File: config.mk
export PLATFORM = sky130hd
export DESIGN_NAME = dc_motor_soft_ramp_pwm_driver_flat
export DESIGN_NICKNAME = d
export VERILOG_FILES = /design/src/sv/dcm_pkg.sv /design/src/sv/dcm_if.sv /design/src/sv/dcm_in_stage.sv /design/src/sv/dcm_core.sv /design/src/sv/dc_motor_soft_ramp_pwm_driver.sv /design/src/flat_wrapper.sv
export SDC_FILE = /design/constraint.sdc
export NUM_CORES = 1
export LEC_CHECK = 0
export BUFFER_PORTS_ARGS = -buffer_cell sky130_fd_sc_hd__buf_2
export CAP_MARGIN = 20
export CORE_MARGIN = 2
export CORE_UTILIZATION = 25
export CTS_CLUSTER_SIZE = 30
export DETAILED_ROUTE_END_ITERATION = 16
export PLACE_DENSITY = 0.51
export SLEW_MARGIN = 20
export SYNTH_ARGS = -nofsm -noshare
export SYNTH_HDL_FRONTEND = slang
export SYNTH_HIERARCHICAL = 1
export SYNTH_SLANG_ARGS = --single-unit
export TNS_END_PERCENT = 5
File: constraint.sdc
create_clock -name clock -period 20.3 [get_ports clock]
set_input_delay 2.03 -clock clock [delete_from_list [all_inputs] [get_ports clock]]
set_output_delay 2.03 -clock clock [all_outputs]
set_load 0.005 [all_outputs]
File: src/sv/dcm_pkg.sv
package dcm_pkg;

   localparam int unsigned PWM_STEPS = 10;

   localparam logic [7:0]  KEY_MAX_SPEED = 8'd7;
   localparam logic [7:0]  KEY_STAR      = 8'd42;
   localparam logic [7:0]  KEY_HASH      = 8'd35;
   localparam logic [7:0]  KEY_A         = 8'd65;

   localparam logic        FUNC_KEY      = 1'b0;
   localparam logic        FUNC_TICK     = 1'b1;

   localparam logic [6:0]  SPEED_STEP    = 7'd10;
   localparam logic [6:0]  SPEED_MAX     = 7'd100;
   localparam logic [15:0] RAMP_RESET    = 16'd200;

   typedef struct packed {
      logic       func;
      logic [7:0] key_code;
   } item_type;

   typedef struct packed {
      logic [2:0] drive_pins;
      logic [6:0] target_speed;
      logic [6:0] ramped_speed;
      logic       spin_reverse;
      logic       smooth_on;
   } result_type;

   // speed / 10 for speeds below 128: multiply by 205, shift by 11
   function automatic logic [3:0] speed_div10(input logic [6:0] spd);
      logic [14:0] prod;
      prod = 15'(spd) * 15'd205;
      return prod[14:11];
   endfunction

   // target speed for a numeric key: 0 stops, else 30 + 10 * key
   function automatic logic [6:0] goal_for_key(input logic [2:0] key);
      logic [6:0] goal;
      case (key)
         3'd0:    goal = 7'd0;
         3'd1:    goal = 7'd40;
         3'd2:    goal = 7'd50;
         3'd3:    goal = 7'd60;
         3'd4:    goal = 7'd70;
         3'd5:    goal = 7'd80;
         3'd6:    goal = 7'd90;
         default: goal = 7'd100;
      endcase
      return goal;
   endfunction

endpackage

File: src/sv/dcm_if.sv
interface dcm_req_if;
   logic       valid;
   logic       ready;
   logic       func;
   logic [7:0] key_code;

   modport source (output valid, output func, output key_code, input ready);
   modport sink   (input valid, input func, input key_code, output ready);
endinterface

interface dcm_rsp_if;
   logic       valid;
   logic       ready;
   logic [2:0] drive_pins;
   logic [6:0] target_speed;
   logic [6:0] ramped_speed;
   logic       spin_reverse;
   logic       smooth_on;

   modport source (output valid, output drive_pins, output target_speed,
                   output ramped_speed, output spin_reverse, output smooth_on,
                   input ready);
   modport sink   (input valid, input drive_pins, input target_speed,
                   input ramped_speed, input spin_reverse, input smooth_on,
                   output ready);
endinterface

interface dcm_csr_if;
   logic        valid;
   logic        ready;
   logic [15:0] ramp_interval;

   modport source (output valid, output ramp_interval, input ready);
   modport sink   (input valid, input ramp_interval, output ready);
endinterface

File: src/sv/dcm_in_stage.sv
module dcm_in_stage (
   input  logic              clock,
   input  logic              reset,
   dcm_req_if.sink           req_bus,
   input  logic              take,
   output logic              item_valid,
   output dcm_pkg::item_type item
);

   logic              valid_ff;
   logic              valid_in;
   dcm_pkg::item_type item_ff;
   logic              load;

   assign req_bus.ready = !valid_ff || take;
   assign load          = req_bus.valid && req_bus.ready;

   always_comb begin
      valid_in = valid_ff;
      if (load) begin
         valid_in = 1'b1;
      end else if (take) begin
         valid_in = 1'b0;
      end
   end

   always_ff @(posedge clock) begin
      if (reset) begin
         valid_ff <= 1'b0;
      end else begin
         valid_ff <= valid_in;
      end
   end

   always_ff @(posedge clock) begin
      if (load) begin
         item_ff.func     <= req_bus.func;
         item_ff.key_code <= req_bus.key_code;
      end
   end

   assign item_valid = valid_ff;
   assign item       = item_ff;

endmodule

File: src/sv/dcm_core.sv
module dcm_core (
   input  logic              clock,
   input  logic              reset,
   input  logic              item_valid,
   input  dcm_pkg::item_type item,
   output logic              take,
   dcm_csr_if.sink           csr_bus,
   dcm_rsp_if.source         rsp_bus
);

   localparam logic [4:0] PhaseWrap = 5'(dcm_pkg::PWM_STEPS);

   logic [15:0] interval_ff;
   logic [6:0]  goal_ff, goal_in;
   logic        dir_now_ff, dir_now_in;
   logic        dir_before_ff, dir_before_in;
   logic        smooth_ff, smooth_in;
   logic [6:0]  soft_ff, soft_in;
   logic        rev_ff, rev_in;
   logic [15:0] tick_ff, tick_in;
   logic [3:0]  phase_ff, phase_in;

   logic                out_valid_ff;
   dcm_pkg::result_type out_ff, out_in;

   logic [15:0] tick_inc;
   logic [4:0]  phase_inc;
   logic        want_dir;
   logic [6:0]  spd;
   logic        pwm;
   logic        active;
   logic        lvl_dir;

   assign csr_bus.ready = 1'b1;
   assign take = item_valid && (!out_valid_ff || rsp_bus.ready);

   always_comb begin
      goal_in       = goal_ff;
      dir_now_in    = dir_now_ff;
      dir_before_in = dir_before_ff;
      smooth_in     = smooth_ff;
      soft_in       = soft_ff;
      rev_in        = rev_ff;
      tick_in       = tick_ff;
      phase_in      = phase_ff;
      tick_inc      = tick_ff + 16'd1;
      phase_inc     = 5'(phase_ff) + 5'd1;
      want_dir      = (item.key_code == dcm_pkg::KEY_HASH);

      if (item.func == dcm_pkg::FUNC_KEY) begin
         if (item.key_code <= dcm_pkg::KEY_MAX_SPEED) begin
            if (smooth_ff) begin
               soft_in = goal_ff;
            end
            goal_in = dcm_pkg::goal_for_key(item.key_code[2:0]);
         end else if (item.key_code == dcm_pkg::KEY_STAR ||
                      item.key_code == dcm_pkg::KEY_HASH) begin
            if (!smooth_ff) begin
               dir_now_in = want_dir;
            end else if (dir_before_ff != want_dir) begin
               soft_in       = goal_ff;
               rev_in        = 1'b1;
               dir_before_in = dir_now_ff;
               dir_now_in    = want_dir;
            end
         end else if (item.key_code == dcm_pkg::KEY_A) begin
            smooth_in = !smooth_ff;
            soft_in   = goal_ff;
            rev_in    = 1'b0;
         end
      end else begin
         if (smooth_ff) begin
            tick_in = tick_inc;
            if (tick_inc >= interval_ff) begin
               tick_in = '0;
               // ramp step: finish a reversal at zero, else walk toward goal
               if (rev_ff) begin
                  if (soft_ff == '0 || goal_ff == '0) begin
                     rev_in        = 1'b0;
                     dir_before_in = dir_now_ff;
                  end else begin
                     soft_in = (soft_ff >= dcm_pkg::SPEED_STEP) ?
                               soft_ff - dcm_pkg::SPEED_STEP : '0;
                  end
               end else if (soft_ff > goal_ff) begin
                  soft_in = (soft_ff >= dcm_pkg::SPEED_STEP) ?
                            soft_ff - dcm_pkg::SPEED_STEP : '0;
               end else if (soft_ff < goal_ff) begin
                  soft_in = soft_ff + dcm_pkg::SPEED_STEP;
                  if (soft_in > dcm_pkg::SPEED_MAX) begin
                     soft_in = dcm_pkg::SPEED_MAX;
                  end
               end
            end
         end
         phase_in = (phase_inc[3:0] >= PhaseWrap[3:0] && PhaseWrap[4] == 1'b0) ||
                    phase_inc[4] ? 4'd0 : phase_inc[3:0];
      end
   end

   // pins from the updated state and the phase before this beat
   always_comb begin
      spd     = smooth_in ? soft_in : goal_in;
      pwm     = (phase_ff >= dcm_pkg::speed_div10(spd));
      active  = (goal_in != '0) || (smooth_in && soft_in != '0);
      lvl_dir = rev_in ? dir_before_in : dir_now_in;

      out_in.drive_pins = 3'b000;
      if (active) begin
         if (lvl_dir) begin
            out_in.drive_pins = {1'b1, pwm, 1'b0};
         end else begin
            out_in.drive_pins = {pwm, 1'b1, 1'b0};
         end
      end
      out_in.target_speed = goal_in;
      out_in.ramped_speed = soft_in;
      out_in.spin_reverse = dir_now_in;
      out_in.smooth_on    = smooth_in;
   end

   always_ff @(posedge clock) begin
      if (reset) begin
         interval_ff   <= dcm_pkg::RAMP_RESET;
         goal_ff       <= '0;
         dir_now_ff    <= 1'b0;
         dir_before_ff <= 1'b0;
         smooth_ff     <= 1'b1;
         soft_ff       <= '0;
         rev_ff        <= 1'b0;
         tick_ff       <= '0;
         phase_ff      <= '0;
         out_valid_ff  <= 1'b0;
      end else begin
         if (csr_bus.valid) begin
            interval_ff <= csr_bus.ramp_interval;
         end
         if (take) begin
            goal_ff       <= goal_in;
            dir_now_ff    <= dir_now_in;
            dir_before_ff <= dir_before_in;
            smooth_ff     <= smooth_in;
            soft_ff       <= soft_in;
            rev_ff        <= rev_in;
            tick_ff       <= tick_in;
            phase_ff      <= phase_in;
            out_valid_ff  <= 1'b1;
         end else if (rsp_bus.ready) begin
            out_valid_ff  <= 1'b0;
         end
      end
   end

   always_ff @(posedge clock) begin
      if (take) begin
         out_ff <= out_in;
      end
   end

   assign rsp_bus.valid        = out_valid_ff;
   assign rsp_bus.drive_pins   = out_ff.drive_pins;
   assign rsp_bus.target_speed = out_ff.target_speed;
   assign rsp_bus.ramped_speed = out_ff.ramped_speed;
   assign rsp_bus.spin_reverse = out_ff.spin_reverse;
   assign rsp_bus.smooth_on    = out_ff.smooth_on;

endmodule

File: src/sv/dc_motor_soft_ramp_pwm_driver.sv
// channel   | direction | handshake         | payload
// req_bus   | in        | valid / ready     | func, key_code
// rsp_bus   | out       | valid / ready     | drive_pins, target_speed, ramped_speed,
//           |           |                   | spin_reverse, smooth_on
// csr_bus   | in        | valid / ready (1) | ramp_interval
//
// One item per clock sustained while rsp_bus is ready; a req beat passes through
// the input register, then the result register. The rate is set by the state
// update loop in dcm_core: one beat's update is a single pass of logic from the
// input register to the result register. Synchronous reset clears motor state but
// turns smooth mode on; ramp_interval returns to 200. A stalled rsp_bus holds its
// beat; one more req beat waits in the input register, then req_bus ready stays low until rsp_bus takes its beat.
module dc_motor_soft_ramp_pwm_driver (
   input  logic      clock,
   input  logic      reset,
   dcm_req_if.sink   req_bus,
   dcm_rsp_if.source rsp_bus,
   dcm_csr_if.sink   csr_bus
);

   logic              item_valid;
   logic              take;
   dcm_pkg::item_type item;

   dcm_in_stage u_in_stage (
      .clock      (clock),
      .reset      (reset),
      .req_bus    (req_bus),
      .take       (take),
      .item_valid (item_valid),
      .item       (item)
   );

   dcm_core u_core (
      .clock      (clock),
      .reset      (reset),
      .item_valid (item_valid),
      .item       (item),
      .take       (take),
      .csr_bus    (csr_bus),
      .rsp_bus    (rsp_bus)
   );

endmodule

File: src/flat_wrapper.sv
// flat-port wrapper written by rule: the top's interface ports become plain ports
module dc_motor_soft_ramp_pwm_driver_flat 
  (clock, reset, req_bus_valid, req_bus_func, req_bus_key_code, req_bus_ready, rsp_bus_valid, rsp_bus_drive_pins, rsp_bus_target_speed, rsp_bus_ramped_speed, rsp_bus_spin_reverse, rsp_bus_smooth_on, rsp_bus_ready, csr_bus_valid, csr_bus_ramp_interval, csr_bus_ready);
  dcm_req_if req_bus_i ();
  dcm_rsp_if rsp_bus_i ();
  dcm_csr_if csr_bus_i ();
  input  logic clock;
  input  logic reset;
  input wire logic [$bits(req_bus_i.valid)-1:0] req_bus_valid;
  input wire logic [$bits(req_bus_i.func)-1:0] req_bus_func;
  input wire logic [$bits(req_bus_i.key_code)-1:0] req_bus_key_code;
  output wire logic [$bits(req_bus_i.ready)-1:0] req_bus_ready;
  output wire logic [$bits(rsp_bus_i.valid)-1:0] rsp_bus_valid;
  output wire logic [$bits(rsp_bus_i.drive_pins)-1:0] rsp_bus_drive_pins;
  output wire logic [$bits(rsp_bus_i.target_speed)-1:0] rsp_bus_target_speed;
  output wire logic [$bits(rsp_bus_i.ramped_speed)-1:0] rsp_bus_ramped_speed;
  output wire logic [$bits(rsp_bus_i.spin_reverse)-1:0] rsp_bus_spin_reverse;
  output wire logic [$bits(rsp_bus_i.smooth_on)-1:0] rsp_bus_smooth_on;
  input wire logic [$bits(rsp_bus_i.ready)-1:0] rsp_bus_ready;
  input wire logic [$bits(csr_bus_i.valid)-1:0] csr_bus_valid;
  input wire logic [$bits(csr_bus_i.ramp_interval)-1:0] csr_bus_ramp_interval;
  output wire logic [$bits(csr_bus_i.ready)-1:0] csr_bus_ready;
  assign req_bus_i.valid = req_bus_valid;
  assign req_bus_i.func = req_bus_func;
  assign req_bus_i.key_code = req_bus_key_code;
  assign req_bus_ready = req_bus_i.ready;
  assign rsp_bus_valid = rsp_bus_i.valid;
  assign rsp_bus_drive_pins = rsp_bus_i.drive_pins;
  assign rsp_bus_target_speed = rsp_bus_i.target_speed;
  assign rsp_bus_ramped_speed = rsp_bus_i.ramped_speed;
  assign rsp_bus_spin_reverse = rsp_bus_i.spin_reverse;
  assign rsp_bus_smooth_on = rsp_bus_i.smooth_on;
  assign rsp_bus_i.ready = rsp_bus_ready;
  assign csr_bus_i.valid = csr_bus_valid;
  assign csr_bus_i.ramp_interval = csr_bus_ramp_interval;
  assign csr_bus_ready = csr_bus_i.ready;
  dc_motor_soft_ramp_pwm_driver u_core (.clock(clock), .reset(reset), .req_bus(req_bus_i), .rsp_bus(rsp_bus_i), .csr_bus(csr_bus_i));
endmodule
==> flow_metrics.tcl <==
set metrics [dict create \
    syn-num-nets 835 \
    slowest_delay_ns 0.50 \
    synth_compound_area_share_pct 20.41 \
    synthArstFlopShare_pct 0 \
    setup_viol 0 \
    holdCritPathClass "flop to flop" \
    status "finished, final reports clean" \
    wl_mm 16.75 \
    postCtsHoldBufs 0 \
    report.final.slew_viol_count 0 \
    pre_cts_slack_ns 11.40 \
    core_area_um2 25180 \
    chipWidth_um 164 \
    die_area_um2 26900 \
    finClkSkew_ns 0.01074 \
    route.detailed.drc 0 \
    synthCells 731 \
    synth.top_cell.area_share_pct 17.52 \
    overflow 0 \
    layout-drive-gt1-share_pct 13.28 \
    end_kind "flop" \
    port_buffers 49 \
    synth_fa_ha_area_share_pct 15.41 \
    synth_top_family_by_area "compound AO/OA/AOI/OAI gates" \
    grt_first_pass_wirelength_mm 27.08 \
    fmax_mhz 111.8 \
    cts_root_buf "clkbuf_16" \
    cts_made_buffers 9 \
    synthFlopType "dfxtp_1" \
    crit_type "flop to flop" \
    htree_levels 3 \
    fin_crit_ns 8.948 \
    synth_warnings 6 \
    min-delay-start "u_core/u_core/interval_ff[6]$_SDFFE_PP1P_" \
    crit_top_cell "ha_1" \
    yosysTopAreaCell "dfxtp_1" \
    grt_pass1_vias 5040 \
    syn_area_per_cell_um2 8.755 \
    grt_setup_unrepaired "false" \
    r2r-start "u_core/u_core/tick_ff[0]$_SDFFE_PP0P_" \
    die_h_um 164 \
    synth.area.mux_share_pct 3.617 \
    relSlewSlack_pct 38.40 \
    synth-edff-count 27 \
    critical_path_buf_inv_count 2 \
    fin_util_pct 28.45 \
    final_common_cell "nor2_1" \
    cellLeakagePower_nw 3.061 \
    clk_latency_ns 0.35 \
    finalSetupTns_ns 0 \
    cp.depth 38 \
    hold_ws_ns 0.4905 \
    irDropWorstVdd_mv 0.03728 \
    viasPerCell 4.837 \
    routed-via-count 5311 \
    cts_setup_buffers 0 \
    track_usage_pct 12.90 \
    diodes 0 \
    synthSimpleGateAreaFrac_pct 18.98 \
    synth.cell_area_um2 6400 \
    startpoint_type "flop" \
    drt_iter0_drc 282 \
    powerDensity_nw_per_um2 65.15 \
    gp_congestion 0.9034 \
    firstDrtPassIters 5 \
    layout_setup_ws_ns 11.35 \
    rows 58 \
    cap_violations 0 \
    hpwl_mm 12.76 \
    cts_tree "yes" \
    worst_pin_slew_ns 0.9206 \
    area_growth_syn_to_layout_pct 11.95 \
    synthTopCellsByArea "dfxtp_1 (18%), ha_1 (13%), edfxtp_1 (13%)" \
    critical_path.slowest_cell "fa_1" \
    routedWlPerCell_um 15.25 \
    hold_viol 0 \
    period_share_pct 44.08 \
    whs_path_depth 2 \
    seq_area_frac_synth_pct 30.19 \
    cp_max_fo 8 \
    ys_ff_latch 83 \
    critical-path-top-delay-family "compound AO/OA/AOI/OAI gates" \
    grt_max_degree 54 \
    r2r_cells 38 \
    fin_nets 867 \
    crit_arrival_ns 9.04 \
    synth-xor-area-share_pct 3.695 \
    cts_resized 0 \
    pin_count 52 \
    antenna_found_initial 0 \
    r2r-end "u_core/u_core/rsp_bus.drive_pins[2]$_SDFFCE_PN0P_" \
    ant_nets 0 \
    cts_max_path_buffers 2 \
    regToRegSetupSlack_ns 11.35 \
    start_util_pct 25.41 \
    required_ns 20.39 \
    ys_types 88 \
    cts.sink_count 83 \
    holdPathEnd "u_core/u_core/interval_ff[6]$_SDFFE_PP1P_" \
    clk_pin_slew_worst_paths_ns 0.07 \
    final_cell_mix "nor2_1 (77), inv_1 (66), ha_1 (66)" \
]
-- power by group --
part | internal, mW | leakage (nW) | switching, mW
sequential | 0.179 | 0.711 | 0.00847
combinational | 0.0410 | 2.19 | 0.0597
clock | 0.111 | 0.157 | 0.0677
-- layout make-up --
type / count / area [um2]
flip-flops and latches: 83 / 1932
multi-input cells: 549 / 3983
clock inverters: 5 / 75.07
repair buffers: 51 / 260.3
well taps: 330 / 412.9
clock buffers: 11 / 242.7
fillers: 2668 / 18020
inverters: 69 / 259.0
-- how the worst max path moves through the flow --
| stage | startpoint | end |
|---|---|---|
| final | u_core/u_core/tick_ff[0]$_SDFFE_PP0P_ | u_core/u_core/rsp_bus.drive_pins[2]$_SDFFCE_PN0P_ |
| after global placement | u_core/u_core/tick_ff[0]$_SDFFE_PP0P_ | u_core/u_core/rsp_bus.drive_pins[2]$_SDFFCE_PN0P_ |
| after global routing | u_core/u_core/tick_ff[0]$_SDFFE_PP0P_ | u_core/u_core/rsp_bus.drive_pins[2]$_SDFFCE_PN0P_ |
| after CTS | u_core/u_core/tick_ff[0]$_SDFFE_PP0P_ | u_core/u_core/rsp_bus.drive_pins[2]$_SDFFCE_PN0P_ |
| after detailed placement | u_core/u_core/tick_ff[0]$_SDFFE_PP0P_ | u_core/u_core/rsp_bus.drive_pins[2]$_SDFFCE_PN0P_ |
| after floorplan | u_core/u_core/tick_ff[0]$_SDFFE_PP0P_ | u_core/u_core/rsp_bus.drive_pins[2]$_SDFFCE_PN0P_ |
-- worst register-to-register path: cells and delay by family (launching register included) --
family | cells | cell delay, ns
adders and majority gates | 8 | 2.75
and+or+nand+nor | 13 | 2.12
buffers and inverters | 2 | 0.10
xor gates and xnor gates | 2 | 0.33
DFF | 1 | 0.41
AOI/OAI and AO/OA | 13 | 2.99
-- logic make-up (layout without fill, tap and decap cells) --
kind of cell	Yosys count	in the layout
xor gates and xnor gates	27	27
AOI/OAI and AO/OA	189	189
buffers and inverters	99	136
muxes	23	23
DFF	83	83
other	2	2
adders and majority gates	74	74
and+or+nand+nor	234	234
-- stage by stage --
step	power, mW	area, um2	cells
after global routing	0.4935	7164	1098
after floorplan	0.2650	6400	731
after global placement	0.2913	6847	1082
after detailed placement	0.2919	6847	1082
after CTS	0.4729	7164	1098
final	0.4667	7164	1098
-- metal layers --
layer / part of all wire (%) / GRT usage, %
met3: 3.9 / 1.894
met5: 0 / 0
met4: 1.6 / 4.266
met1: 49 / 17.86
met2: 46 / 20.57
-- state kept, by name, summed over array words and instances (netlist names), 2 cells and up --
signal	flops
u_core/u_core/interval_ff	16
u_core/u_core/tick_ff	16
u_core/u_in_stage/item	9
u_core/u_core/goal_ff	7
u_core/u_core/rsp_bus.ramped_speed	7
u_core/u_core/rsp_bus.target_speed	7
u_core/u_core/soft_ff	7
u_core/u_core/phase_ff	4
u_core/u_core/rsp_bus.drive_pins	2
-- cell usage after synthesis, drive strengths merged, types with 9 or more instances --
cell type and instances:
nor2 78, inv 68, ha 66, dfxtp 56, a21oi 54, nand2 49
o21ai 38, edfxtp 27, mux2i 22, clkbuf 18, xor2 18, and3 14
nand3 14, o211ai 14, a211oi 12, buf 11, nand3b 11, nor2b 9
o21a 9, xnor2 9
No activity file was read; power rests on OpenSTA's default activity.
